## src/rtl/core/bpc_pkg.sv

```systemverilog
// ----------------------------------------------------------------------------
// bpc_pkg
// Shared types, constants and the step table of the compensation sequencer.
// ----------------------------------------------------------------------------
`default_nettype none

package bpc_pkg;

  localparam int FRAC_BITS = 30;
  localparam int OUT_SHIFT = 22;
  localparam int RAW_W     = 24;
  localparam int K_W       = 23;
  // Scale factors are an odd part times 2^19 (codes 0 to 3) or 2^13 (codes
  // 4 to 7), so a Q30 numerator keeps 11 or 17 bits of left shift.
  localparam int SH_COARSE = 11;
  localparam int SH_FINE   = 17;
  localparam int DVD_W     = RAW_W + SH_FINE;
  localparam int QUO_W     = 40;
  localparam int VAL_W     = 64;
  localparam int ADDR_W    = 6;
  localparam int DATA_W    = 64;

  typedef enum logic [2:0] {
    RI_CAL_HI  = 3'd0,
    RI_CAL_MID = 3'd1,
    RI_CAL_LO  = 3'd2,
    RI_P_OSR   = 3'd3,
    RI_T_OSR   = 3'd4
  } reg_idx_t;

  typedef struct packed {
    logic [63:0] cal_hi;
    logic [63:0] cal_mid;
    logic [15:0] cal_lo;
    logic [2:0]  p_osr;
    logic [2:0]  t_osr;
  } cfg_t;

  typedef enum logic [2:0] {
    S_IDLE,
    S_DIV_T,
    S_DIV_P,
    S_MUL,
    S_FIN
  } st_t;

  typedef enum logic [2:0] {
    OP_TSC, OP_PSC, OP_TMP, OP_C1, OP_C30, OP_C01, OP_C21
  } opnd_t;

  typedef enum logic [2:0] {
    AD_ZERO, AD_ACC, AD_C0H, AD_C20, AD_C10, AD_C00, AD_C11
  } addend_t;

  typedef enum logic {
    DST_TMP, DST_ACC
  } dst_t;

  typedef struct packed {
    opnd_t   a_sel;
    opnd_t   b_sel;
    logic    rnd;
    addend_t add_sel;
    dst_t    dst;
    logic    last;
  } uop_t;

  localparam logic [2:0] STEP_TEMP  = 3'd0;
  localparam logic [2:0] STEP_PRESS = 3'd1;

  function automatic logic [K_W-1:0] bpc_scale(input logic [2:0] code);
    logic [K_W-1:0] k;
    unique case (code)
      3'd0: k = K_W'(524288);
      3'd1: k = K_W'(1572864);
      3'd2: k = K_W'(3670016);
      3'd3: k = K_W'(7864320);
      3'd4: k = K_W'(253952);
      3'd5: k = K_W'(516096);
      3'd6: k = K_W'(1040384);
      default: k = K_W'(2088960);
    endcase
    return k;
  endfunction

  function automatic uop_t mk_uop(input opnd_t a, input opnd_t b, input logic r,
                                  input addend_t ad, input dst_t d, input logic l);
    uop_t u;
    u.a_sel   = a;
    u.b_sel   = b;
    u.rnd     = r;
    u.add_sel = ad;
    u.dst     = d;
    u.last    = l;
    return u;
  endfunction

  // Temperature uses step 0 only; pressure runs steps 1 to 7.
  function automatic uop_t bpc_uop(input logic [2:0] step);
    uop_t u;
    unique case (step)
      3'd0: u = mk_uop(OP_TSC, OP_C1,  1'b0, AD_C0H,  DST_ACC, 1'b1);
      3'd1: u = mk_uop(OP_PSC, OP_C30, 1'b0, AD_C20,  DST_TMP, 1'b0);
      3'd2: u = mk_uop(OP_TMP, OP_PSC, 1'b1, AD_C10,  DST_TMP, 1'b0);
      3'd3: u = mk_uop(OP_PSC, OP_TMP, 1'b1, AD_C00,  DST_ACC, 1'b0);
      3'd4: u = mk_uop(OP_TSC, OP_C01, 1'b0, AD_ACC,  DST_ACC, 1'b0);
      3'd5: u = mk_uop(OP_PSC, OP_C21, 1'b0, AD_C11,  DST_TMP, 1'b0);
      3'd6: u = mk_uop(OP_PSC, OP_TMP, 1'b1, AD_ZERO, DST_TMP, 1'b0);
      default: u = mk_uop(OP_TSC, OP_TMP, 1'b1, AD_ACC, DST_ACC, 1'b1);
    endcase
    return u;
  endfunction

endpackage

`default_nettype wire

```

## src/rtl/core/bpc_apb_regs.sv

```systemverilog
// ----------------------------------------------------------------------------
// bpc_apb_regs
// Configuration registers behind the APB-style port.
// ----------------------------------------------------------------------------
`default_nettype none

module bpc_apb_regs
  import bpc_pkg::*;
(
  input  wire logic              clk,
  input  wire logic              rst,
  input  wire logic              psel,
  input  wire logic              penable,
  input  wire logic              pwrite,
  input  wire logic [ADDR_W-1:0] paddr,
  input  wire logic [DATA_W-1:0] pwdata,
  output logic      [DATA_W-1:0] prdata,
  output logic                   pready,
  output cfg_t                   cfg
);

  reg_idx_t idx;
  logic     wr;

  assign idx    = reg_idx_t'(paddr[5:3]);
  assign wr     = psel && penable && pwrite;
  assign pready = 1'b1;

  always_ff @(posedge clk) begin
    if (rst) begin
      cfg.cal_hi  <= '0;
      cfg.cal_mid <= '0;
      cfg.cal_lo  <= '0;
      cfg.p_osr   <= 3'd4;
      cfg.t_osr   <= 3'd3;
    end else if (wr) begin
      case (idx)
        RI_CAL_HI:  cfg.cal_hi  <= pwdata;
        RI_CAL_MID: cfg.cal_mid <= pwdata;
        RI_CAL_LO:  cfg.cal_lo  <= pwdata[15:0];
        RI_P_OSR:   cfg.p_osr   <= pwdata[2:0];
        RI_T_OSR:   cfg.t_osr   <= pwdata[2:0];
        default: ;
      endcase
    end
  end

  always_comb begin
    case (idx)
      RI_CAL_HI:  prdata = cfg.cal_hi;
      RI_CAL_MID: prdata = cfg.cal_mid;
      RI_CAL_LO:  prdata = {48'd0, cfg.cal_lo};
      RI_P_OSR:   prdata = {61'd0, cfg.p_osr};
      RI_T_OSR:   prdata = {61'd0, cfg.t_osr};
      default:    prdata = '0;
    endcase
  end

endmodule

`default_nettype wire

```

## src/rtl/core/bpc_div.sv

```systemverilog
// ----------------------------------------------------------------------------
// bpc_div
// Rounded Q30 scaling of a sample magnitude by its oversampling factor.
// Each factor is (2^m - 1) times a power of two: the power of two is a shift,
// and the odd part is removed by folding the remainder in m-bit digits, one
// fold per cycle.
// ----------------------------------------------------------------------------
`default_nettype none

module bpc_div
  import bpc_pkg::*;
(
  input  wire logic             clk,
  input  wire logic             rst,
  input  wire logic             start,
  input  wire logic [RAW_W-1:0] mag,
  input  wire logic [2:0]       code,
  output logic                  done,
  output logic      [QUO_W-1:0] quotient
);

  logic             busy;
  logic [2:0]       code_r;
  logic [7:0]       dvs;
  logic [DVD_W-1:0] num;
  logic [DVD_W-1:0] mask;
  logic [DVD_W-1:0] rem;
  logic [DVD_W-1:0] hi;
  logic [DVD_W-1:0] lo;

  assign dvs = 8'hff >> (3'd7 - code);
  assign num = (code[2] ? {mag, {SH_FINE{1'b0}}}
                        : {{(SH_FINE-SH_COARSE){1'b0}}, mag, {SH_COARSE{1'b0}}})
               + DVD_W'(dvs >> 1);
  assign hi  = rem >> ({1'b0, code_r} + 4'd1);
  assign lo  = rem & mask;

  always_ff @(posedge clk) begin
    if (rst) begin
      busy <= 1'b0;
      done <= 1'b0;
    end else begin
      done <= 1'b0;
      if (start) begin
        busy <= 1'b1;
      end else if (busy && hi == '0) begin
        busy <= 1'b0;
        done <= 1'b1;
      end
    end
  end

  always_ff @(posedge clk) begin
    if (start) begin
      code_r <= code;
      mask   <= DVD_W'(dvs);
      if (code == 3'd0) begin
        quotient <= QUO_W'(num);
        rem      <= '0;
      end else begin
        quotient <= '0;
        rem      <= num;
      end
    end else if (busy) begin
      if (hi != '0) begin
        quotient <= quotient + QUO_W'(hi);
        rem      <= hi + lo;
      end else if (rem == mask) begin
        quotient <= quotient + QUO_W'(1);
        rem      <= '0;
      end
    end
  end

endmodule

`default_nettype wire

```

## src/rtl/core/bpc_mul.sv

```systemverilog
// ----------------------------------------------------------------------------
// bpc_mul
// Shared 64x64 magnitude multiplier built from four 32x32 partial products,
// with an optional rounded shift by the Q30 fraction width.
// ----------------------------------------------------------------------------
`default_nettype none

module bpc_mul
  import bpc_pkg::*;
(
  input  wire logic             clk,
  input  wire logic             rst,
  input  wire logic             start,
  input  wire logic [VAL_W-1:0] a,
  input  wire logic [VAL_W-1:0] b,
  input  wire logic             rnd,
  output logic                  done,
  output logic      [VAL_W-1:0] result
);

  logic         busy;
  logic [2:0]   cnt;
  logic [63:0]  a_r;
  logic [63:0]  b_r;
  logic         rnd_r;
  logic [63:0]  pp;
  logic [1:0]   pp_sh;
  logic [127:0] acc;
  logic [127:0] acc_next;

  assign acc_next = acc + ({64'd0, pp} << {pp_sh, 5'd0});

  always_ff @(posedge clk) begin
    if (rst) begin
      busy <= 1'b0;
      done <= 1'b0;
      cnt  <= '0;
    end else begin
      done <= 1'b0;
      if (start) begin
        busy <= 1'b1;
        cnt  <= '0;
      end else if (busy) begin
        cnt <= cnt + 3'd1;
        if (cnt == 3'd4) begin
          busy <= 1'b0;
          done <= 1'b1;
        end
      end
    end
  end

  always_ff @(posedge clk) begin
    if (start) begin
      a_r   <= a;
      b_r   <= b;
      rnd_r <= rnd;
      acc   <= rnd ? (128'd1 << (FRAC_BITS - 1)) : '0;
    end else if (busy) begin
      if (cnt != 3'd4) begin
        pp    <= (cnt[0] ? a_r[63:32] : a_r[31:0]) * (cnt[1] ? b_r[63:32] : b_r[31:0]);
        pp_sh <= 2'(cnt[0]) + 2'(cnt[1]);
      end
      if (cnt != 3'd0) begin
        acc <= acc_next;
      end
      if (cnt == 3'd4) begin
        result <= rnd_r ? acc_next[FRAC_BITS +: VAL_W] : acc_next[VAL_W-1:0];
      end
    end
  end

endmodule

`default_nettype wire

```

## src/rtl/core/baro_pressure_temp_compensation_unit.sv

```systemverilog
// ----------------------------------------------------------------------------
// baro_pressure_temp_compensation_unit
// Barometric sensor compensation: scales raw samples by the oversampling
// factor and evaluates the calibration polynomial in Q30 fixed point.
// ----------------------------------------------------------------------------
//
//   channel  handshake            payload
//   input    in_valid / in_stall  mode, raw_sample
//   output   out_valid/ out_stall compensated_value, saturated
//   config   APB psel/penable     paddr, pwdata, prdata
//
// Between input beats, a temperature item runs one scaling in the folding
// divider, whose run length is set by the oversampling code, and one product
// on the shared multiplier; a pressure item runs two scalings and seven
// product steps. Then the result is loaded. One item is in work at a time;
// in_stall is high until the result is loaded into the output register,
// which holds it under out_stall. Reset is synchronous.
`default_nettype none

module baro_pressure_temp_compensation_unit
  import bpc_pkg::*;
(
  input  wire logic              clk,
  input  wire logic              rst,
  input  wire logic              in_valid,
  output logic                   in_stall,
  input  wire logic              mode,
  input  wire logic [23:0]       raw_sample,
  output logic                   out_valid,
  input  wire logic              out_stall,
  output logic signed [31:0]     compensated_value,
  output logic                   saturated,
  input  wire logic              psel,
  input  wire logic              penable,
  input  wire logic              pwrite,
  input  wire logic [ADDR_W-1:0] paddr,
  input  wire logic [DATA_W-1:0] pwdata,
  output logic      [DATA_W-1:0] prdata,
  output logic                   pready
);

  cfg_t cfg;
  st_t  state, state_next;

  logic              in_beat;
  logic              mode_r;
  logic [23:0]       raw_r;
  logic [23:0]       last_raw_temperature;
  logic              issued;
  logic [2:0]        step;
  uop_t              uop;

  logic signed [63:0] tsc, psc, tmp, acc;

  logic [23:0]       src, src_mag;
  logic [2:0]        osr;
  logic              div_start, div_done, div_neg;
  logic [QUO_W-1:0]  quotient;
  logic [63:0]       q64;

  logic signed [63:0] opa, opb, addend, prod, mul_res;
  logic [63:0]       mag_a, mag_b, mul_mag;
  logic              mul_start, mul_done, mul_neg;

  logic signed [11:0] c0, c1;
  logic signed [19:0] c00, c10;
  logic signed [15:0] c01, c11, c20, c21, c30;

  logic              fin_neg, fin_sat, out_load;
  logic [63:0]       fin_mag;
  logic [41:0]       fin_v;
  logic [31:0]       fin_val;

  bpc_apb_regs u_regs (
    .clk, .rst, .psel, .penable, .pwrite, .paddr, .pwdata, .prdata, .pready, .cfg
  );

  assign c0  = cfg.cal_hi[63:52];
  assign c1  = cfg.cal_hi[51:40];
  assign c00 = cfg.cal_hi[39:20];
  assign c10 = cfg.cal_hi[19:0];
  assign c01 = cfg.cal_mid[63:48];
  assign c11 = cfg.cal_mid[47:32];
  assign c20 = cfg.cal_mid[31:16];
  assign c21 = cfg.cal_mid[15:0];
  assign c30 = cfg.cal_lo;

  assign in_stall = (state != S_IDLE);
  assign in_beat  = in_valid && !in_stall;

  // Divider operands.
  assign src      = (state == S_DIV_T) ? last_raw_temperature : raw_r;
  assign src_mag  = src[23] ? 24'(-src) : src;
  assign osr      = (state == S_DIV_T) ? cfg.t_osr : cfg.p_osr;
  assign q64      = {{(64-QUO_W){1'b0}}, quotient};

  bpc_div u_div (
    .clk, .rst, .start(div_start), .mag(src_mag), .code(osr),
    .done(div_done), .quotient
  );

  // Multiplier operands for the current step.
  assign uop = bpc_uop(step);

  function automatic logic signed [63:0] pick(input opnd_t sel,
      input logic signed [63:0] t, input logic signed [63:0] p,
      input logic signed [63:0] m, input logic signed [11:0] k1,
      input logic signed [15:0] k30, input logic signed [15:0] k01,
      input logic signed [15:0] k21);
    logic signed [63:0] v;
    unique case (sel)
      OP_TSC:  v = t;
      OP_PSC:  v = p;
      OP_TMP:  v = m;
      OP_C1:   v = 64'(k1);
      OP_C30:  v = 64'(k30);
      OP_C01:  v = 64'(k01);
      default: v = 64'(k21);
    endcase
    return v;
  endfunction

  assign opa   = pick(uop.a_sel, tsc, psc, tmp, c1, c30, c01, c21);
  assign opb   = pick(uop.b_sel, tsc, psc, tmp, c1, c30, c01, c21);
  assign mag_a = opa[63] ? 64'(-opa) : opa;
  assign mag_b = opb[63] ? 64'(-opb) : opb;

  bpc_mul u_mul (
    .clk, .rst, .start(mul_start), .a(mag_a), .b(mag_b), .rnd(uop.rnd),
    .done(mul_done), .result(mul_mag)
  );

  always_comb begin
    unique case (uop.add_sel)
      AD_ZERO: addend = '0;
      AD_ACC:  addend = acc;
      AD_C0H:  addend = {{23{c0[11]}}, c0, 29'd0};
      AD_C20:  addend = {{18{c20[15]}}, c20, 30'd0};
      AD_C10:  addend = {{14{c10[19]}}, c10, 30'd0};
      AD_C00:  addend = {{14{c00[19]}}, c00, 30'd0};
      default: addend = {{18{c11[15]}}, c11, 30'd0};
    endcase
  end

  assign prod    = mul_neg ? 64'(-mul_mag) : mul_mag;
  assign mul_res = addend + prod;

  // Q30 to Q8 with rounding and clamping to 32 bits.
  assign fin_neg = acc[63];
  assign fin_mag = fin_neg ? 64'(-acc) : acc;
  assign fin_v   = 42'((fin_mag + (64'd1 << (OUT_SHIFT - 1))) >> OUT_SHIFT);
  assign fin_sat = fin_neg ? (fin_v > 42'h0_8000_0000) : (fin_v > 42'h0_7fff_ffff);
  assign fin_val = fin_sat ? (fin_neg ? 32'h8000_0000 : 32'h7fff_ffff)
                           : (fin_neg ? 32'(-fin_v[31:0]) : fin_v[31:0]);

  always_ff @(posedge clk) begin
    if (rst) begin
      state <= S_IDLE;
    end else begin
      state <= state_next;
    end
  end

  always_comb begin
    state_next = state;
    div_start  = 1'b0;
    mul_start  = 1'b0;
    out_load   = 1'b0;
    unique case (state)
      S_IDLE: begin
        if (in_beat) begin
          state_next = S_DIV_T;
        end
      end
      S_DIV_T: begin
        div_start = !issued;
        if (div_done) begin
          state_next = mode_r ? S_DIV_P : S_MUL;
        end
      end
      S_DIV_P: begin
        div_start = !issued;
        if (div_done) begin
          state_next = S_MUL;
        end
      end
      S_MUL: begin
        mul_start = !issued;
        if (mul_done && uop.last) begin
          state_next = S_FIN;
        end
      end
      S_FIN: begin
        if (!(out_valid && out_stall)) begin
          out_load   = 1'b1;
          state_next = S_IDLE;
        end
      end
      default: state_next = S_IDLE;
    endcase
  end

  always_ff @(posedge clk) begin
    if (rst) begin
      issued               <= 1'b0;
      out_valid            <= 1'b0;
      last_raw_temperature <= '0;
    end else begin
      if (div_start || mul_start) begin
        issued <= 1'b1;
      end else if (div_done || mul_done) begin
        issued <= 1'b0;
      end
      if (in_beat && !mode) begin
        last_raw_temperature <= raw_sample;
      end
      if (out_load) begin
        out_valid <= 1'b1;
      end else if (out_valid && !out_stall) begin
        out_valid <= 1'b0;
      end
    end
  end

  always_ff @(posedge clk) begin
    if (in_beat) begin
      mode_r <= mode;
      raw_r  <= raw_sample;
      step   <= mode ? STEP_PRESS : STEP_TEMP;
    end
    if (div_start) begin
      div_neg <= src[23];
    end
    if (mul_start) begin
      mul_neg <= opa[63] ^ opb[63];
    end
    if (div_done) begin
      if (state == S_DIV_T) begin
        tsc <= div_neg ? 64'(-q64) : q64;
      end else begin
        psc <= div_neg ? 64'(-q64) : q64;
      end
    end
    if (mul_done) begin
      if (uop.dst == DST_ACC) begin
        acc <= mul_res;
      end else begin
        tmp <= mul_res;
      end
      step <= step + 3'd1;
    end
    if (out_load) begin
      compensated_value <= fin_val;
      saturated         <= fin_sat;
    end
  end

  a_temp_store: assert property (@(posedge clk) disable iff (rst)
    in_beat && !mode |=> last_raw_temperature == $past(raw_sample))
    else $error("temperature sample not stored");

  a_mul_done_state: assert property (@(posedge clk) disable iff (rst)
    mul_done |-> state == S_MUL)
    else $error("multiplier finished outside its step");

  a_div_done_state: assert property (@(posedge clk) disable iff (rst)
    div_done |-> (state == S_DIV_T || state == S_DIV_P))
    else $error("divider finished outside a scaling state");

  a_sat_value: assert property (@(posedge clk) disable iff (rst)
    out_valid && saturated |->
      (compensated_value == 32'sh7fff_ffff || compensated_value == 32'sh8000_0000))
    else $error("saturated result is not a range limit");

endmodule

`default_nettype wire
```

## config.mk

```make
export PLATFORM = sky130hd
export DESIGN_NAME = baro_pressure_temp_compensation_unit
export DESIGN_NICKNAME = d
export VERILOG_FILES = /design/src/rtl/core/bpc_pkg.sv /design/src/rtl/core/bpc_apb_regs.sv /design/src/rtl/core/bpc_div.sv /design/src/rtl/core/bpc_mul.sv /design/src/rtl/core/baro_pressure_temp_compensation_unit.sv
export SDC_FILE = /design/constraint.sdc
export NUM_CORES = 2
export LEC_CHECK = 0
export BUFFER_PORTS_ARGS = -buffer_cell sky130_fd_sc_hd__buf_4
export CORE_MARGIN = 4
export CORE_UTILIZATION = 55
export CTS_CLUSTER_SIZE = 16
export DETAILED_ROUTE_END_ITERATION = 10
export PLACE_DENSITY = 0.71
export SYNTH_ARGS = -nofsm -noshare
export SYNTH_HDL_FRONTEND = slang
export SYNTH_SLANG_ARGS = --single-unit
```

## constraint.sdc

```tcl
create_clock -name clk -period 16.75 [get_ports clk]
set_input_delay 0.8375 -clock clk [delete_from_list [all_inputs] [get_ports clk]]
set_output_delay 0.8375 -clock clk [all_outputs]
set_load 0.02 [all_outputs]
```

* After elaboration in Yosys (flattened, before gate mapping)
Cells that the tools add are included.
** Operators by class
- Mux-type cells :: 60
- Eq/ne operators :: 37
- Bitwise operators :: 6
- $lt $le $gt $ge :: 2
- Reduce and logical (&&, ||, !) cells :: 51
- Multipliers :: 1
- Add/sub/neg operators :: 19
- Shift operators :: 3
** Operators by type and width (count)
- $pmux 64 s6 :: 3
- $mux 128 :: 3
- $pmux 64 s5 :: 1
- $mux 64 :: 4
- $neg 64->64 :: 4
- $mux 41 :: 6
- $mux 40 :: 5
- $mux 32 :: 5
- $add 128x128->128 :: 1
- $shl 64x7->128 :: 1
- $mux 63 :: 2
- $pmux 11 s7 :: 1
- $add 64x22->64 const B :: 1
- $add 64x64->64 :: 1
- $mul 64x64->64 :: 1
- $neg 40->64 :: 1
- $mux 24 :: 2
- $gt 42x31->1 const B :: 1
- $gt 42x32->1 const B :: 1
- $add 41x41->41 :: 1
- $add 41x7->41 :: 1
- $and 41x8->41 :: 1
- $eq 41x8->1 :: 1
- $logic_not 41->1 :: 1
- other kinds (34) :: 130
** Storage, ports and cells
- Register bits after elaboration :: 984
- Output and inout port bits :: 100
- Input bits :: 102
- Word-level logic and storage cells :: 217

* Logic depth before layout (Yosys ltp)
- Depth after elaboration :: 8
- Mapped depth :: 37
- Depth with buffers taken out :: 32

* Cells and area by module
From an unflattened synthesis, not the netlist that was laid out.
** Unflattened totals
- Cells, all modules :: 10517
- Area, all modules :: 97209.5 um2
** By module, submodules not included
- bpc_mul :: area each 52595.4 um2, times used 1, cells each 5542, seq. area each 10700.3 um2
- baro_pressure_temp_compensation_unit :: area each 28250.8 um2, times used 1, cells each 3228, seq. area each 10159.7 um2
- bpc_div :: area each 9761.9 um2, times used 1, cells each 1047, seq. area each 2742.6 um2
- bpc_apb_regs :: area each 6601.3 um2, times used 1, cells each 700, seq. area each 3002.9 um2

* Worst setup path after synthesis
OpenSTA, ideal clock, no wires.
- Kind :: register to register
- Start :: reg u_mul.cnt[1]
- End :: reg u_mul.pp[63], data pin
- Clock period less this slack :: 9354 ps
- Required time :: 16490 ps
- Slack :: 7396 ps
- Library setup time :: 260 ps
- Stages on the path, launching flop included :: 32
- Buffers on the path :: 4
- Data arrival time :: 9094 ps
- Cell sequence :: dfxtp_1 clkbuf_1 buf_1 buf_1 mux2i_1 clkbuf_1 nor2_1 fa_1 fa_1 fa_1 inv_1 fa_1 inv_1 fa_1 fa_1 fa_1 inv_1 fa_1 inv_1 ha_1 nand2_1 nor2_1 nand4_1 a2111oi_0 o31ai_1 o22a_1 a211oi_1 nand3_1 o211ai_1 a21o_1 a21oi_1 xnor2_1
** Between the ends
- Longest elaborated chain between the ends :: 2
** Ends and longest elaborated chain
- start: declaration :: line bpc_mul.sv:22 : logic [2:0] cnt;
- start signal: assignment :: line bpc_mul.sv:44 : cnt <= cnt + 3'd1;
- $mux 32 :: line bpc_mul.sv:61 : pp <= (cnt[0] ? a_r[63:32] : a_r[31:0]) * (cnt[1] ? b_r[63:32] : b_r[31:0]);
- $mul 64x64->64 :: line bpc_mul.sv:61
- end signal: assignment :: line bpc_mul.sv:61
- end: declaration :: line bpc_mul.sv:26 : logic [63:0] pp;
No other way between the ends.
A chain may end at the register's enable or synchronous reset.

* Final worst setup path
Same ends and word-level chain as after synthesis.

==> flow_summary.yaml <==
timing:
  worstMarginPinSlew_ns: 1.36
  finalSetupTns_ns: 0
  clock_skew_ns: 0.0712
  rsz0062_at_grt: "false"
  relSlewSlack_pct: 8.46
  fmaxAchievable_mhz: 92.0
  drv_slew: 0
  hold_viol_final: 0
  finalSetupViolCount: 0
  layout_min_cycle_time_ns: 10.87
  period_share_pct: 64.9
power_and_ir_drop:
  p_per_area_nw_per_um2: 67.4
  fin_total_pwr_mw: 6.86
  power_leakage_nw: 42.4
  combinationalPowerShare_pct: 21.8
  p_clk_share_pct: 36.9
  netSwitchingFraction_pct: 31.2
  p_int_mw: 4.72
  switchingPower_mw: 2.14
  ir_drop_uv: 106
  p_seq_share_pct: 41.3
cells_and_area:
  syn2layout_area_growth_pct: 7.79
  post-route-util_pct: 59.9
  drive_gt1_share_pct: 8.07
  fin_area_um2: 102000
  finalNetCount: 11700
grt:
  grt_pass1_wl_mm: 488
  antenna_found_initial: 17
  grt_pass1_vias: 77300
  track_usage_pct: 36.3
  globalRouteOverflowTotal: 0
  grt_max_degree: 85
run_status:
  run_status: "complete, no violations"
setup_path:
  endpoint_kind: "register"
  crit_slowest_cell: "buf_4"
  cp-startpoint: "u_mul.cnt[1]"
  r2r_start: "u_mul.cnt[1]"
  crit_top_cell: "fa_1"
  reg2reg_slack_ns: 5.88
  crit_required_ns: 17.23
  r2r-end: "u_mul.pp[63]"
  setup.worst_path.end: "u_mul.pp[63]"
  reg2regPathDepth: 30
  cp.arrival_ns: 11.36
  startpoint_type: "register"
  crit_type: "reg -> reg"
  critPathMaxStageDelay_ns: 0.73
  crit_path_max_fanout: 55
yosys:
  async_flop_share_pct: 0
  ys_types: 108
  synth_warnings: 0
  synthesis.nets: 11800
  synth_seq_cells: 948
  seq_area_frac_synth_pct: 28.2
  netlist_area_um2: 94400
  syn_avg_cell_area_um2: 9.19
  synth_edf_count: 762
  synth_cells: 10300
  synthFlopType: "edfxtp_1"
floorplan:
  core-area_um2: 170000
  fp-row-count: 151
  start_util_pct: 55.5
  fp.dieArea_um2: 178000
  ios: 202
  die_y_um: 422
  die_w_um: 422
hold_path:
  hold_path.class: "in -> reg"
  holdCritStartpoint: "raw_sample[13]"
clocking:
  clkSinkCount: 948
  htree_levels: 3
  postCtsHoldBufs: 0
  clockRootBuffer: "clkbuf_16"
  cts_buffer_depth: 3
  cts_resized: 0
  cts_tree: "built"
  clk_pin_slew_ns: 0.07
  postCtsSetupRepairBufs: 0
  clkLatencyLatePin_ns: 0.78
  numCtsBuffers: 105
placed_design:
  io_buffers: 197
  gp_congestion: 1.04
  dp_hpwl_mm: 251
  dpl_cell_area_um2: 98000
detailed_routing:
  num_vias: 79600
  drc: 0
  dr.pass1.iters: 9
  ant_nets: 0
  avgViaCountPerCell: 6.38
  drt_iter0_drc: 10600
  wl_per_cell_um: 26.5
  drt_wl_total_mm: 331
flow_run:
  cap_viol_max_count: 0
cells in the mapped netlist (all sizes together) (43+ instances only):
cell	count	share of area (%)
o31ai	71	0.56
dfxtp	186	3.9
inv	1081	4.3
a21o	136	1.1
xor2	204	1.9
nor2b	77	0.51
nand2	1306	5.2
buf	66	0.35
ha	489	6.5
o21ai	365	1.9
o21bai	48	0.38
nor3	138	0.75
fa	900	19
mux2i	232	2.5
nand2b	68	0.45
nor4	68	0.53
clkbuf	504	2.0
a222oi	48	0.51
a211oi	58	0.51
or3	60	0.40
o21a	44	0.35
nand3	117	0.64
and2	150	0.99
edfxtp	762	24
a21oi	646	3.4
mux2	82	0.98
and3	57	0.38
xnor2	384	3.6
a31oi	60	0.40
o22ai	55	0.36
a22o	121	1.1
or4	43	0.34
nor2	1065	4.2
nand4	83	0.56
worst max-delay path, delay by kind of cell (launching register included):
kind / cells / cell delay, ns
adder cells (fa/ha/maj): 9 / 4.58
AND/OR/NAND/NOR: 5 / 0.95
buffers and inverters: 7 / 1.61
flip-flops: 1 / 0.42
AO/OA/AOI/OAI: 7 / 2.41
XOR/XNOR: 1 / 0.16
multiplexers: 1 / 0.34
metrics by stage:
step                      worst slack, ns  hold WS, ns  cells
after floorplan                      7.40        0.436  10300
after global placement               6.11        0.442  12300
after detailed placement             6.06        0.448  12300
after CTS                            6.00        0.193  12500
after global routing                 5.44        0.212  12500
final                                5.88        0.244  12500
power by group through the flow:
stage,Clock (mW),Sequential [mW],Combinational (mW)
2_1_floorplan,0,2.84,1.05
3_3_place_gp,0,2.88,1.42
3_5_place_dp,0,2.88,1.45
4_1_cts,2.55,2.83,1.46
5_1_grt,2.65,2.84,1.62
6_report,2.53,2.83,1.50
sequential cells by signal (all words and copies together), names as in the netlist, 64 cells and up:
| signal | flops |
|---|---|
| tmp | 64 |
| u_mul.pp | 64 |
| psc | 64 |
| acc | 64 |
| tsc | 64 |
| u_mul.a_r | 64 |
| u_mul.b_r | 64 |
| u_regs.cfg | 150 |
| u_mul.result | 64 |
| u_mul.acc | 94 |
cell usage in the layout (no fill, tap or decap), drive strengths merged, types with 57 or more instances in the layout:
master / n
xnor2: 384
o21ai: 365
a22o: 121
a21oi: 646
nand2b: 68
clkbuf: 118
a21o: 136
inv: 1100
nor2: 1065
xor2: 204
edfxtp: 762
buf: 351
mux2i: 232
nand2: 1306
a211oi: 58
a31oi: 60
nand4: 83
o31ai: 71
dfxtp: 186
nor3: 138
ha: 489
mux2: 82
and3: 57
fa: 900
and2: 150
nor2b: 77
nand3: 117
nor4: 68
or3: 60
routing by layer:
layer | wire, um | vias to the layer above | GRT usage (%) | part of all wire (%)
li1 | - | 34900 | - | -
met1 | 128000 | 39000 | 48.6 | 39
met2 | 140000 | 4816 | 53.3 | 42
met3 | 41500 | 923 | 10.4 | 13
met4 | 21300 | 10 | 19.5 | 6.4
met5 | 126 | - | 0.376 | 0.038
area by class of cell:
class / count / area [um2]
Fill cell: 14600 / 68300
Multi-Input combinational cell: 7672 / 61900
Sequential cell: 948 / 26600
Inverter: 1082 / 4070
Tap cell: 2218 / 2780
Clock buffer: 118 / 2770
Timing Repair Buffer: 351 / 2640
Clock inverter: 78 / 987
Antenna cell: 9 / 22.5
cell families (layout without fill, tap and decap cells):
family / count (synthesis) / after routing / synth area share (%)
xor gates and xnor gates: 588 / 588 / 5.45
and+or+nand+nor: 3361 / 3361 / 16.0
buffers and inverters: 1652 / 1629 / 6.66
muxes: 339 / 339 / 4.04
adders and majority gates: 1389 / 1389 / 25.6
DFF: 948 / 948 / 28.2
AOI/OAI and AO/OA: 1994 / 1994 / 14.1
other: 1 / 10 / 0.00397
worst min-delay path by stage:
stage                          endpoint  cells after the start
2_1_floorplan  last_raw_temperature[14]                      2
3_3_place_gp   last_raw_temperature[20]                      2
3_5_place_dp    last_raw_temperature[6]                      2
4_1_cts                       raw_r[13]                      1
5_1_grt                       raw_r[13]                      1
6_report                      raw_r[13]                      1
(Power assumes the default switching activity.)
